<file path="config.mk">
export PLATFORM = sky130hd
export DESIGN_NAME = pffrs_page_table
export DESIGN_NICKNAME = d
export VERILOG_FILES = /design/src/rtl/core/pffrs_page_table.sv
export SDC_FILE = /design/constraint.sdc
export NUM_CORES = 1
export LEC_CHECK = 0
export BUFFER_PORTS_ARGS = -buffer_cell sky130_fd_sc_hd__buf_2
export CAP_MARGIN = 0
export CELL_PAD_IN_SITES_DETAIL_PLACEMENT = 1
export CELL_PAD_IN_SITES_GLOBAL_PLACEMENT = 1
export CORE_ASPECT_RATIO = 2
export CORE_UTILIZATION = 55
export CTS_BUF_LIST = sky130_fd_sc_hd__clkbuf_8
export DETAILED_ROUTE_END_ITERATION = 6
export HOLD_SLACK_MARGIN = 0.03
export PLACE_DENSITY_LB_ADDON = 0.1
export SYNTH_ARGS = -nofsm -noshare
export SYNTH_HDL_FRONTEND = slang
export SYNTH_SLANG_ARGS = --single-unit
</file>
<file path="constraint.sdc">
create_clock -name clk_i -period 6.8 [get_ports clk_i]
set_input_delay 0.34 -clock clk_i [delete_from_list [all_inputs] [get_ports clk_i]]
set_output_delay 0.34 -clock clk_i [all_outputs]
set_load 0.005 [all_outputs]
</file>
<file path="src/rtl/core/pffrs_page_table.sv">
// Per-page table: free bytes and record count in one synchronous memory.
// Depends on nothing but its parameters; the read is registered.
`timescale 1ns / 1ps
module pffrs_page_table #(
  parameter int unsigned AW = 4
) (
  input  logic          clk_i,
  input  logic          we_i,
  input  logic [AW-1:0] waddr_i,
  input  logic [16:0]   wfree_i,
  input  logic [10:0]   wcnt_i,
  input  logic [AW-1:0] raddr_i,
  output logic [16:0]   rfree_o,
  output logic [10:0]   rcnt_o
);
  logic [27:0] mem [2**AW];
  logic [27:0] rd_q;

  // One write and one registered read per cycle.
  always_ff @(posedge clk_i) begin
    if (we_i) begin
      mem[waddr_i] <= {wfree_i, wcnt_i};
    end
    rd_q <= mem[raddr_i];
  end

  assign rfree_o = rd_q[27:11];
  assign rcnt_o  = rd_q[10:0];
endmodule

</file>
* Yosys cells after proc, flatten, opt, wreduce, memory -nomap -nowiden
Memories as Yosys holds them, arrays and structs flattened. A register that Yosys moved wholly into a read port is not among the register bits.
Index checks and enable logic that the tools add are counted.
** Word-level totals
- Flip-flop bits (word level) :: 0
- Latch bits :: 0
- Bits in writable memories :: 448
- Bits in read-only memories :: 0
- Input port bits :: 38
- Word-level logic and storage cells :: 3
- Memories :: 1
** Memories
- mem :: depth 16, bits a word 28, rd ports 1, clocked after Yosys merged registers in 1, wr ports 1, line 16 : logic [27:0] mem [2**AW];
** Cells by class
- Add/sub/neg operators :: 0
- $mul :: 0
- Div/mod/pow operators :: 0
- Magnitude comparators :: 0
- Eq/ne operators :: 0
- Shift-type cells :: 0
- Multiplexer cells :: 2
- Bitwise operators :: 0
- Reduce and logical (&&, ||, !) cells :: 0
** Operators by type and width (number)
- $mux 1 :: 2

* Depth between registers and ports, before layout
Gate-level depths: netlist of run 1.
- Word-level depth :: 2
- Depth in mapped cells :: 6

* Worst setup path after synthesis of run 1
No wires, ideal clock.
- Path kind :: input -> register
- From :: input waddr_i[2]
- To :: memory mem[0][0], enable pin
- Setup time :: 448 ps
- Arrival :: 2790 ps
- Setup slack :: 3561 ps
- Stages :: 2
- Path through :: or3b_2 > nor3_1
** RTL lines
- start: declaration :: line 9 : input logic [AW-1:0] waddr_i,
- end: declaration :: line 16
Straight into the memory's write port.

==> results.sh, run 1 <==
export IMPL_status="finished, final reports clean"
export IMPL_syn_to_final_growth_pct=12.47
export IMPL_min_from="wfree_i[16]"
export IMPL_final_cell_mix="edfxtp_1 (448), mux4_2 (94), clkbuf_8 (70), buf_2 (63), a22oi_1 (56)"
export IMPL_switchingPower_uw=1215
export IMPL_grt_pass1_vias=8852
export IMPL_htreeDepth=2
export IMPL_start_util_pct=55.80
export IMPL_grt_first_pass_wirelength_um=56610
export IMPL_antenna_found_initial=0
export IMPL_grt_total_usage_pct=25.12
export IMPL_routed_via_density=6.076
export IMPL_leakagePower_uw=0.006458
export IMPL_max_freq_mhz=415.9
export IMPL_maxSlewHeadroom_pct=35.93
export IMPL_ys_types=20
export IMPL_drive_gt1_share_pct=32.78
export IMPL_drv_cap=0
export IMPL_rsz0062_at_grt="false"
export IMPL_vias=8039
export IMPL_tightestPinTransition_ns=0.9610
export IMPL_ctsResizeCount=0
export IMPL_num_rows=92
export IMPL_critPathKind="primary input to flop"
export IMPL_startpoint="raddr_i[0]"
export IMPL_fin_util_pct=62.76
export IMPL_syn_inst=735
export IMPL_final_nets=886
export IMPL_numCtsBuffers=60
export IMPL_route_antenna_remaining_nets=0
export IMPL_grt_start_max_net_pins=66
export IMPL_fin_crit_sh_pct=35.36
export IMPL_dieHeight_um=254.5
export IMPL_crit_fanout=65
export IMPL_p_sw_share_pct=21.02
export IMPL_fp_dieW_um=128.3
export IMPL_min_path_cells=1
export IMPL_place_gp_congestion=0.6995
export IMPL_drt_iter0_drc=711
export IMPL_num_antenna_cells=0
export IMPL_pwr_share_comb_pct=4.8
export IMPL_power_density_nw_per_um2=293.1
export IMPL_crit_slowest_cell="buf_4"
export IMPL_avgRoutedWirePerCell_um=29.35
export IMPL_slew_viol_final=0
export IMPL_nFillCells=2566
export IMPL_cts_root_buf="clkbuf_8"
export IMPL_clockBufferDepth=3
export IMPL_p_clk_share_pct=38.1
export IMPL_seq_area_frac_synth_pct=79.92
export IMPL_rrSetupSlack_ns=5.38
export IMPL_r2r_end="rd_q[0]"
export IMPL_final_common_cell="edfxtp_1"
export IMPL_startpoint_type="primary input"
export IMPL_dieArea_um2=32640
export IMPL_path_cells="buf_6 -> buf_4 -> mux4_2 -> a22oi_1 -> nand2_1"
export IMPL_synth_area_um2=17530
export IMPL_hold_viol=0
export IMPL_whs_endpoint="mem[4][27]"
export IMPL_pwr_share_seq_pct=57.1
export IMPL_synth_seq_cells=476
export IMPL_first_pass_iters=4
export IMPL_routed_wl_um=38830
export IMPL_route_detailed_drc=0
export IMPL_critPathArrivalTime_ns=2.90
export IMPL_cts_clk_slew_worst_paths_ns=0.07
export IMPL_min_path_type="primary input to flop"
export IMPL_period_minus_slack_ns=2.404
export IMPL_postCtsSetupBuffers=0
export IMPL_internal_power_uw=4564
export IMPL_io_buffer_count=65
export IMPL_cts_tree="yes"
export IMPL_finalInstanceArea_um2=19720
export IMPL_end_kind="flop"
export IMPL_required_ns=7.30
export IMPL_syn_avg_cell_area_um2=23.86
export IMPL_synth_warnings=0
export IMPL_fin_skew_ns=0.01433
export IMPL_grt_ovfl_total=0
export IMPL_reg2reg_depth=3
export IMPL_place_hpwl_um=19740
export IMPL_clk_insertion_delay_late_ns=0.64
export IMPL_placed_area_um2=18410
export IMPL_setup_viol=0
export IMPL_timing_setup_tns_ns=0
export IMPL_ir_drop_uv=212.4
export IMPL_cpPeakStageDelay_ns=0.83
export IMPL_ios=66
export IMPL_cts_sinks=476
export IMPL_synthesis_nets=773
export IMPL_hold_buffers=0
export IMPL_coreArea_um2=31430
export IMPL_regToRegStartpoint="mem[11][0]"
[registers in the layout, summed over array words and instances (netlist names)]
signal and count:
mem 448, rd_q 28
[cell type report]
type	count	area (µm²)	share of cell area, %
clock buffers	70	963.4	4.885
clock inverters	44	350.3	1.776
repair buffers	87	499.2	2.531
flip-flops and latches	476	14010	71.06
multi-input cells	223	3366	17.07
well taps	423	529.3	2.684
[worst max path at each step]
stage          cells after the start         to  slack [ns]
2_1_floorplan                      2  mem[0][0]        3.56
3_3_place_gp                       5   rd_q[16]        3.80
3_5_place_dp                       5   rd_q[12]        3.71
4_1_cts                            5   rd_q[12]        4.37
5_1_grt                            5   rd_q[12]        4.19
6_report                           5   rd_q[12]        4.40
[stage by stage]
step | std cells | hold slack (ns) | worst slack [ns] | total power [µW]
6_report | 1323 | 0.06931 | 4.396 | 5779
5_1_grt | 1323 | 0.05375 | 4.191 | 5945
4_1_cts | 1323 | 0.03077 | 4.366 | 5839
3_5_place_dp | 1209 | 0.6598 | 3.713 | 3644
3_3_place_gp | 1209 | 0.6448 | 3.800 | 3628
2_1_floorplan | 735 | 0.4389 | 3.561 | 3520
[kinds of logic (layout without fill, tap and decap cells)]
kind of cell,Yosys count,count (layout),synth area share (%)
buffers and inverters,36,201,1.556
and+or+nand+nor,55,55,1.356
muxes,112,112,14.77
AOI/OAI and AO/OA,56,56,2.398
DFF,476,476,79.92
[power by group through the flow]
stage	logic (µW)	registers [µW]	clock network, µW
global route	299	3300	2340
detailed placement	281	3360	0
CTS	282	3300	2260
floorplan	162	3360	0
finish	276	3300	2200
global placement	270	3360	0
[synthesized netlist by cell type]
library cell | n | share of area [%]
buf_12 | 5 | 0.57
nand3b_1 | 2 | 0.086
edfxtp_1 | 448 | 77
a22oi_1 | 56 | 2.4
clkbuf_2 | 1 | 0.029
buf_8 | 3 | 0.26
and2_1 | 1 | 0.036
nor2b_1 | 2 | 0.071
nand2b_1 | 2 | 0.071
nor2_1 | 13 | 0.28
buf_6 | 2 | 0.13
mux4_1 | 18 | 2.7
nor3_1 | 4 | 0.11
nand2_1 | 29 | 0.62
dfxtp_1 | 28 | 3.2
buf_2 | 5 | 0.14
or3b_2 | 1 | 0.050
clkbuf_1 | 20 | 0.43
mux4_2 | 94 | 12
nand3_1 | 1 | 0.029
[metal layers]
layer | global-route usage (%) | vias to the layer above | wire length [µm]
met4 | 8.504 | 0 | 1000
met1 | 32.26 | 4325 | 15200
li1 | - | 3381 | -
met3 | 3.839 | 67 | 1936
met5 | 0 | - | 0
met2 | 43.80 | 266 | 20690
[worst max-delay path: cells and delay by family]
family | cells | cell delay, ns
buffers and inverters | 2 | 1.46
AOI/OAI and AO/OA | 1 | 0.23
muxes | 1 | 0.61
and+or+nand+nor | 1 | 0.09
(Power assumes the default switching activity.)
==> run 2: changes to the inputs <==
- clock period: 6.8 -> 2.25 ns (I/O delays scaled with it)
==> results.sh, run 2 (synthesis gave the netlist of run 1 again) <==
export IMPL_status="finished, final reports clean"
export IMPL_fp_dieW_um=128.3
export IMPL_period_minus_slack_ns=1.433
export IMPL_min_path_type="primary input to flop"
export IMPL_end_kind="flop"
export IMPL_min_from="waddr_i[1]"
export IMPL_largest_register_ffs=448
export IMPL_final_nets=928
export IMPL_reg2reg_depth=3
export IMPL_place_gp_congestion=0.7081
export IMPL_slew_viol_final=0
export IMPL_fin_ws_ns=0.8171
export IMPL_regToRegStartpoint="mem[9][16]"
export IMPL_place_ws_ns=0.4989
export IMPL_crit_fanout=1
export IMPL_htreeDepth=2
export IMPL_required_ns=2.71
export IMPL_clockBufferDepth=3
export IMPL_startpoint_type="flop"
export IMPL_tightestPinTransition_ns=0.9341
export IMPL_final_cell_mix="edfxtp_1 (448), mux4_2 (94), clkbuf_8 (69), buf_2 (63), a22oi_1 (56)"
export IMPL_first_pass_iters=5
export IMPL_setup_viol=0
export IMPL_critPathArrivalTime_ns=1.89
export IMPL_route_antenna_remaining_nets=0
export IMPL_maxSlewHeadroom_pct=37.73
export IMPL_num_rows=92
export IMPL_hold_viol=0
export IMPL_ios=66
export IMPL_avgRoutedWirePerCell_um=28.58
export IMPL_multi_input_area_um2=3391
export IMPL_cpPeakStageDelay_ns=0.47
export IMPL_critPathKind="flop to flop"
export IMPL_ir_drop_uv=722.8
export IMPL_power_density_nw_per_um2=852.1
export IMPL_vias=8082
export IMPL_r2r_end="rd_q[16]"
export IMPL_crit_slowest_cell="mux4_2"
export IMPL_antenna_found_initial=0
export IMPL_max_freq_mhz=697.9
export IMPL_numCtsBuffers=60
export IMPL_num_antenna_cells=0
export IMPL_grt_pass1_vias=8960
export IMPL_drt_iter0_drc=648
export IMPL_path_cells="mux4_2 -> a22oi_1 -> nand2_1"
export IMPL_syn_to_final_growth_pct=15.21
export IMPL_crit_family="multiplexers"
export IMPL_rsz0062_at_grt="false"
export IMPL_drive_gt1_share_pct=31.45
export IMPL_reg_top3="mem (448), rd_q (28)"
export IMPL_dieArea_um2=32640
export IMPL_top_register="mem"
export IMPL_place_hpwl_um=21200
export IMPL_cts_root_buf="clkbuf_8"
export IMPL_fin_crit_sh_pct=63.68
export IMPL_cts_sinks=476
export IMPL_clk_insertion_delay_late_ns=0.63
export IMPL_timing_setup_tns_ns=0
export IMPL_grt_total_usage_pct=25.07
export IMPL_grt_start_max_net_pins=47
export IMPL_cts_tree="yes"
export IMPL_cts_clk_slew_worst_paths_ns=0.07
export IMPL_routed_wl_um=38890
export IMPL_final_common_cell="edfxtp_1"
export IMPL_nFillCells=2570
export IMPL_regArea_um2=14010
export IMPL_drv_cap=0
export IMPL_coreArea_um2=31430
export IMPL_fin_skew_ns=0.01598
export IMPL_routed_via_density=5.938
export IMPL_critPathBufInv=0
export IMPL_min_path_cells=3
export IMPL_dieHeight_um=254.5
export IMPL_whs_endpoint="mem[0][15]"
export IMPL_start_util_pct=55.80
export IMPL_leakagePower_uw=0.006672
export IMPL_rrSetupSlack_ns=0.82
export IMPL_grt_first_pass_wirelength_um=56810
export IMPL_grt_ovfl_total=0
export IMPL_route_detailed_drc=0
export IMPL_io_buffer_count=65
## run 2: tightest hold or removal path, delay by kind of cell
family                 cells  cell delay [ns]
buffers and inverters      2             0.43
and+or+nand+nor            1             0.08
## run 2: area by class of cell
| cell class | instances | area share [%] |
|---|---|---|
| Clock buffer | 69 | 4.701 |
| Clock inverter | 41 | 1.332 |
| Multi-Input combinational cell | 223 | 16.78 |
| Sequential cell | 476 | 69.37 |
| Tap cell | 423 | 2.620 |
| Timing Repair Buffer | 129 | 5.196 |
## run 2: metal layers
metal / part of all wire (%) / vias to the layer above / track usage [%]
li1: - / 3464 / -
met1: 36 / 4312 / 28.91
met2: 57 / 222 / 46.90
met3: 3.7 / 84 / 3.272
met4: 3.0 / 0 / 9.613
met5: 0 / - / 0
## run 2: stage by stage
step	cells	instance area [µm²]	utilization (%)	hold slack (ns)	power, µW
after CTS	1361	20200	64.29	0.1789	17360
final	1361	20200	64.29	0.2118	17210
after global routing	1361	20200	64.29	0.2095	17690
after floorplan	735	17550	-	0.2114	10640
after global placement	1222	18690	59.48	0.4495	11010
after detailed placement	1222	18690	59.48	0.4894	11060
## run 2: timing repair
item | in CTS | in global routing
buffers inserted | 0 | 0
gates resized for setup | 0 | 0
hold buffers | 29 | 0
endpoints found under the hold margin | 450 | 0
## run 2: how the worst max path moves through the flow
stage	start	to	slack, ns	depth (start not counted)
after floorplan	waddr_i[2]	mem[1][0]	0.003	2
after global placement	raddr_i[0]	rd_q[14]	0.50	5
after detailed placement	waddr_i[2]	mem[8][6]	0.50	4
after CTS	mem[13][16]	rd_q[16]	0.81	3
after global routing	mem[13][16]	rd_q[16]	0.79	3
final	mem[9][16]	rd_q[16]	0.82	3
## run 2: power breakdown
group          total, µW  leakage [µW]  switching (µW)  internal, µW
Clock               6320      0.000701            3070          3250
Combinational        923       0.00169             516           407
Sequential          9970       0.00428            64.8          9910
==> run 3: changes to the inputs <==
- CORE_UTILIZATION: 55 -> 52
- clock period: 2.25 -> 1.17 ns (I/O delays scaled with it)
==> results.sh, run 3 (synthesis gave the netlist of run 1 again) <==
export IMPL_vias=8326
export IMPL_whs_ns=0.07643
export IMPL_grt_total_usage_pct=24.77
export IMPL_grt_start_max_net_pins=29
export IMPL_drt_iter0_drc=613
export IMPL_min_path_type="primary input to flop"
export IMPL_finalInstanceArea_um2=21210
export IMPL_reg_top3="mem (448), rd_q (28)"
export IMPL_crit_fanout=1
export IMPL_critPathArrivalTime_ns=1.80
export IMPL_maxSlewHeadroom_pct=70.67
export IMPL_cts_tree="yes"
export IMPL_syn_to_final_growth_pct=20.98
export IMPL_power_density_nw_per_um2=1601
export IMPL_min_path_cells=4
export IMPL_rrSetupSlack_ns=-0.15
export IMPL_whs_endpoint="mem[0][9]"
export IMPL_final_common_cell="edfxtp_1"
export IMPL_coreArea_um2=33050
export IMPL_postCtsSetupBuffers=0
export IMPL_cts_clk_slew_worst_paths_ns=0.07
export IMPL_slew_viol_final=0
export IMPL_finalPower_uw=33960
export IMPL_setup_viol=28
export IMPL_grt_pass1_vias=9437
export IMPL_antenna_found_initial=0
export IMPL_regToRegStartpoint="mem[8][16]"
export IMPL_period_minus_slack_ns=1.316
export IMPL_largest_register_ffs=448
export IMPL_place_gp_congestion=0.7373
export IMPL_r2r_end="rd_q[16]"
export IMPL_top_register="mem"
export IMPL_startpoint_type="flop"
export IMPL_final_cell_mix="edfxtp_1 (448), mux4_2 (112), clkbuf_8 (66), buf_2 (61), buf_12 (47)"
export IMPL_placed_area_um2=19420
export IMPL_grt_ovfl_total=0
export IMPL_final_nets=972
export IMPL_clk_insertion_delay_late_ns=0.64
export IMPL_first_pass_iters=4
export IMPL_dieArea_um2=34500
export IMPL_hold_viol=0
export IMPL_leakagePower_uw=0.006977
export IMPL_drv_cap=0
export IMPL_ir_drop_uv=1238
export IMPL_tightestPinTransition_ns=0.4388
export IMPL_route_detailed_drc=0
export IMPL_status="finished with violations"
export IMPL_dieHeight_um=261.7
export IMPL_num_rows=94
export IMPL_io_buffer_count=65
export IMPL_ios=66
export IMPL_place_hpwl_um=24510
export IMPL_violations="setup timing"
export IMPL_routed_via_density=5.872
export IMPL_grt_first_pass_wirelength_um=59950
export IMPL_cts_root_buf="clkbuf_8"
export IMPL_fin_crit_sh_pct=112.5
export IMPL_end_kind="flop"
export IMPL_critPathKind="flop to flop"
export IMPL_numCtsBuffers=60
export IMPL_htreeDepth=2
export IMPL_route_antenna_remaining_nets=0
export IMPL_reg2reg_depth=3
export IMPL_rsz0062_at_grt="true"
export IMPL_start_util_pct=53.06
export IMPL_cts_sinks=476
export IMPL_fp_dieW_um=131.8
export IMPL_min_from="waddr_i[2]"
export IMPL_place_ws_ns=-0.3913
export IMPL_clockBufferDepth=3
export IMPL_routed_wl_um=40710
export IMPL_avgRoutedWirePerCell_um=28.71
export IMPL_drive_gt1_share_pct=41.38
export IMPL_fin_skew_ns=0.02591
export IMPL_max_freq_mhz=759.6
export IMPL_required_ns=1.65
export IMPL_fin_ws_ns=-0.1465
export IMPL_num_antenna_cells=0
==> run 3: report_power, final <==
part           internal (µW)  switching (µW)
Sequential             19100             127
Combinational           1010            1120
Clock                   6760            5880
==> run 3: worst max path at each step <==
stage / endpoint / start / depth (start not counted)
after detailed placement: rd_q[16] / raddr_i[0] / 6
final: rd_q[16] / mem[8][16] / 3
after CTS: rd_q[16] / mem[15][16] / 3
after global routing: rd_q[16] / mem[9][16] / 3
after global placement: rd_q[16] / raddr_i[0] / 6
after floorplan: mem[0][0] / waddr_i[2] / 2
==> run 3: critical path, stage by stage, from the launching register on <==
cell and delay, ns:
edfxtp_1 0.37, mux4_2 0.48, a22oi_2 0.22, nand2_1 0.12
==> run 3: stage by stage <==
step | TNS, ns | utilization (%) | cells
2_1_floorplan | -88.74 | - | 735
3_3_place_gp | -84.10 | 58.77 | 1275
3_5_place_dp | -92.60 | 58.77 | 1275
4_1_cts | -2.486 | 64.03 | 1418
5_1_grt | -3.469 | 64.19 | 1418
6_report | -2.120 | 64.19 | 1418
==> run 3: per-layer routing <==
layer	global-route usage, %	part of all wire, %	vias to the layer above
met5	0	0	-
met4	9.690	3.1	0
met3	3.781	4.2	93
met2	46.41	56	240
met1	28.43	37	4449
li1	-	-	3544
==> run 3: layout make-up <==
type | instances | area [µm²]
Clock buffer | 66 | 908.4
Clock inverter | 48 | 386.6
Fill cell | 2639 | 11840
Multi-Input combinational cell | 223 | 3538
Sequential cell | 476 | 14020
Tap cell | 432 | 540.5
Timing Repair Buffer | 173 | 1818
==> run 3: what timing repair did <==
action	in CTS	in global routing
gates resized for setup	35	10
setup endpoints to repair	34	31
endpoints found under the hold margin	453	0
pin swaps	33	7
hold buffers	29	0
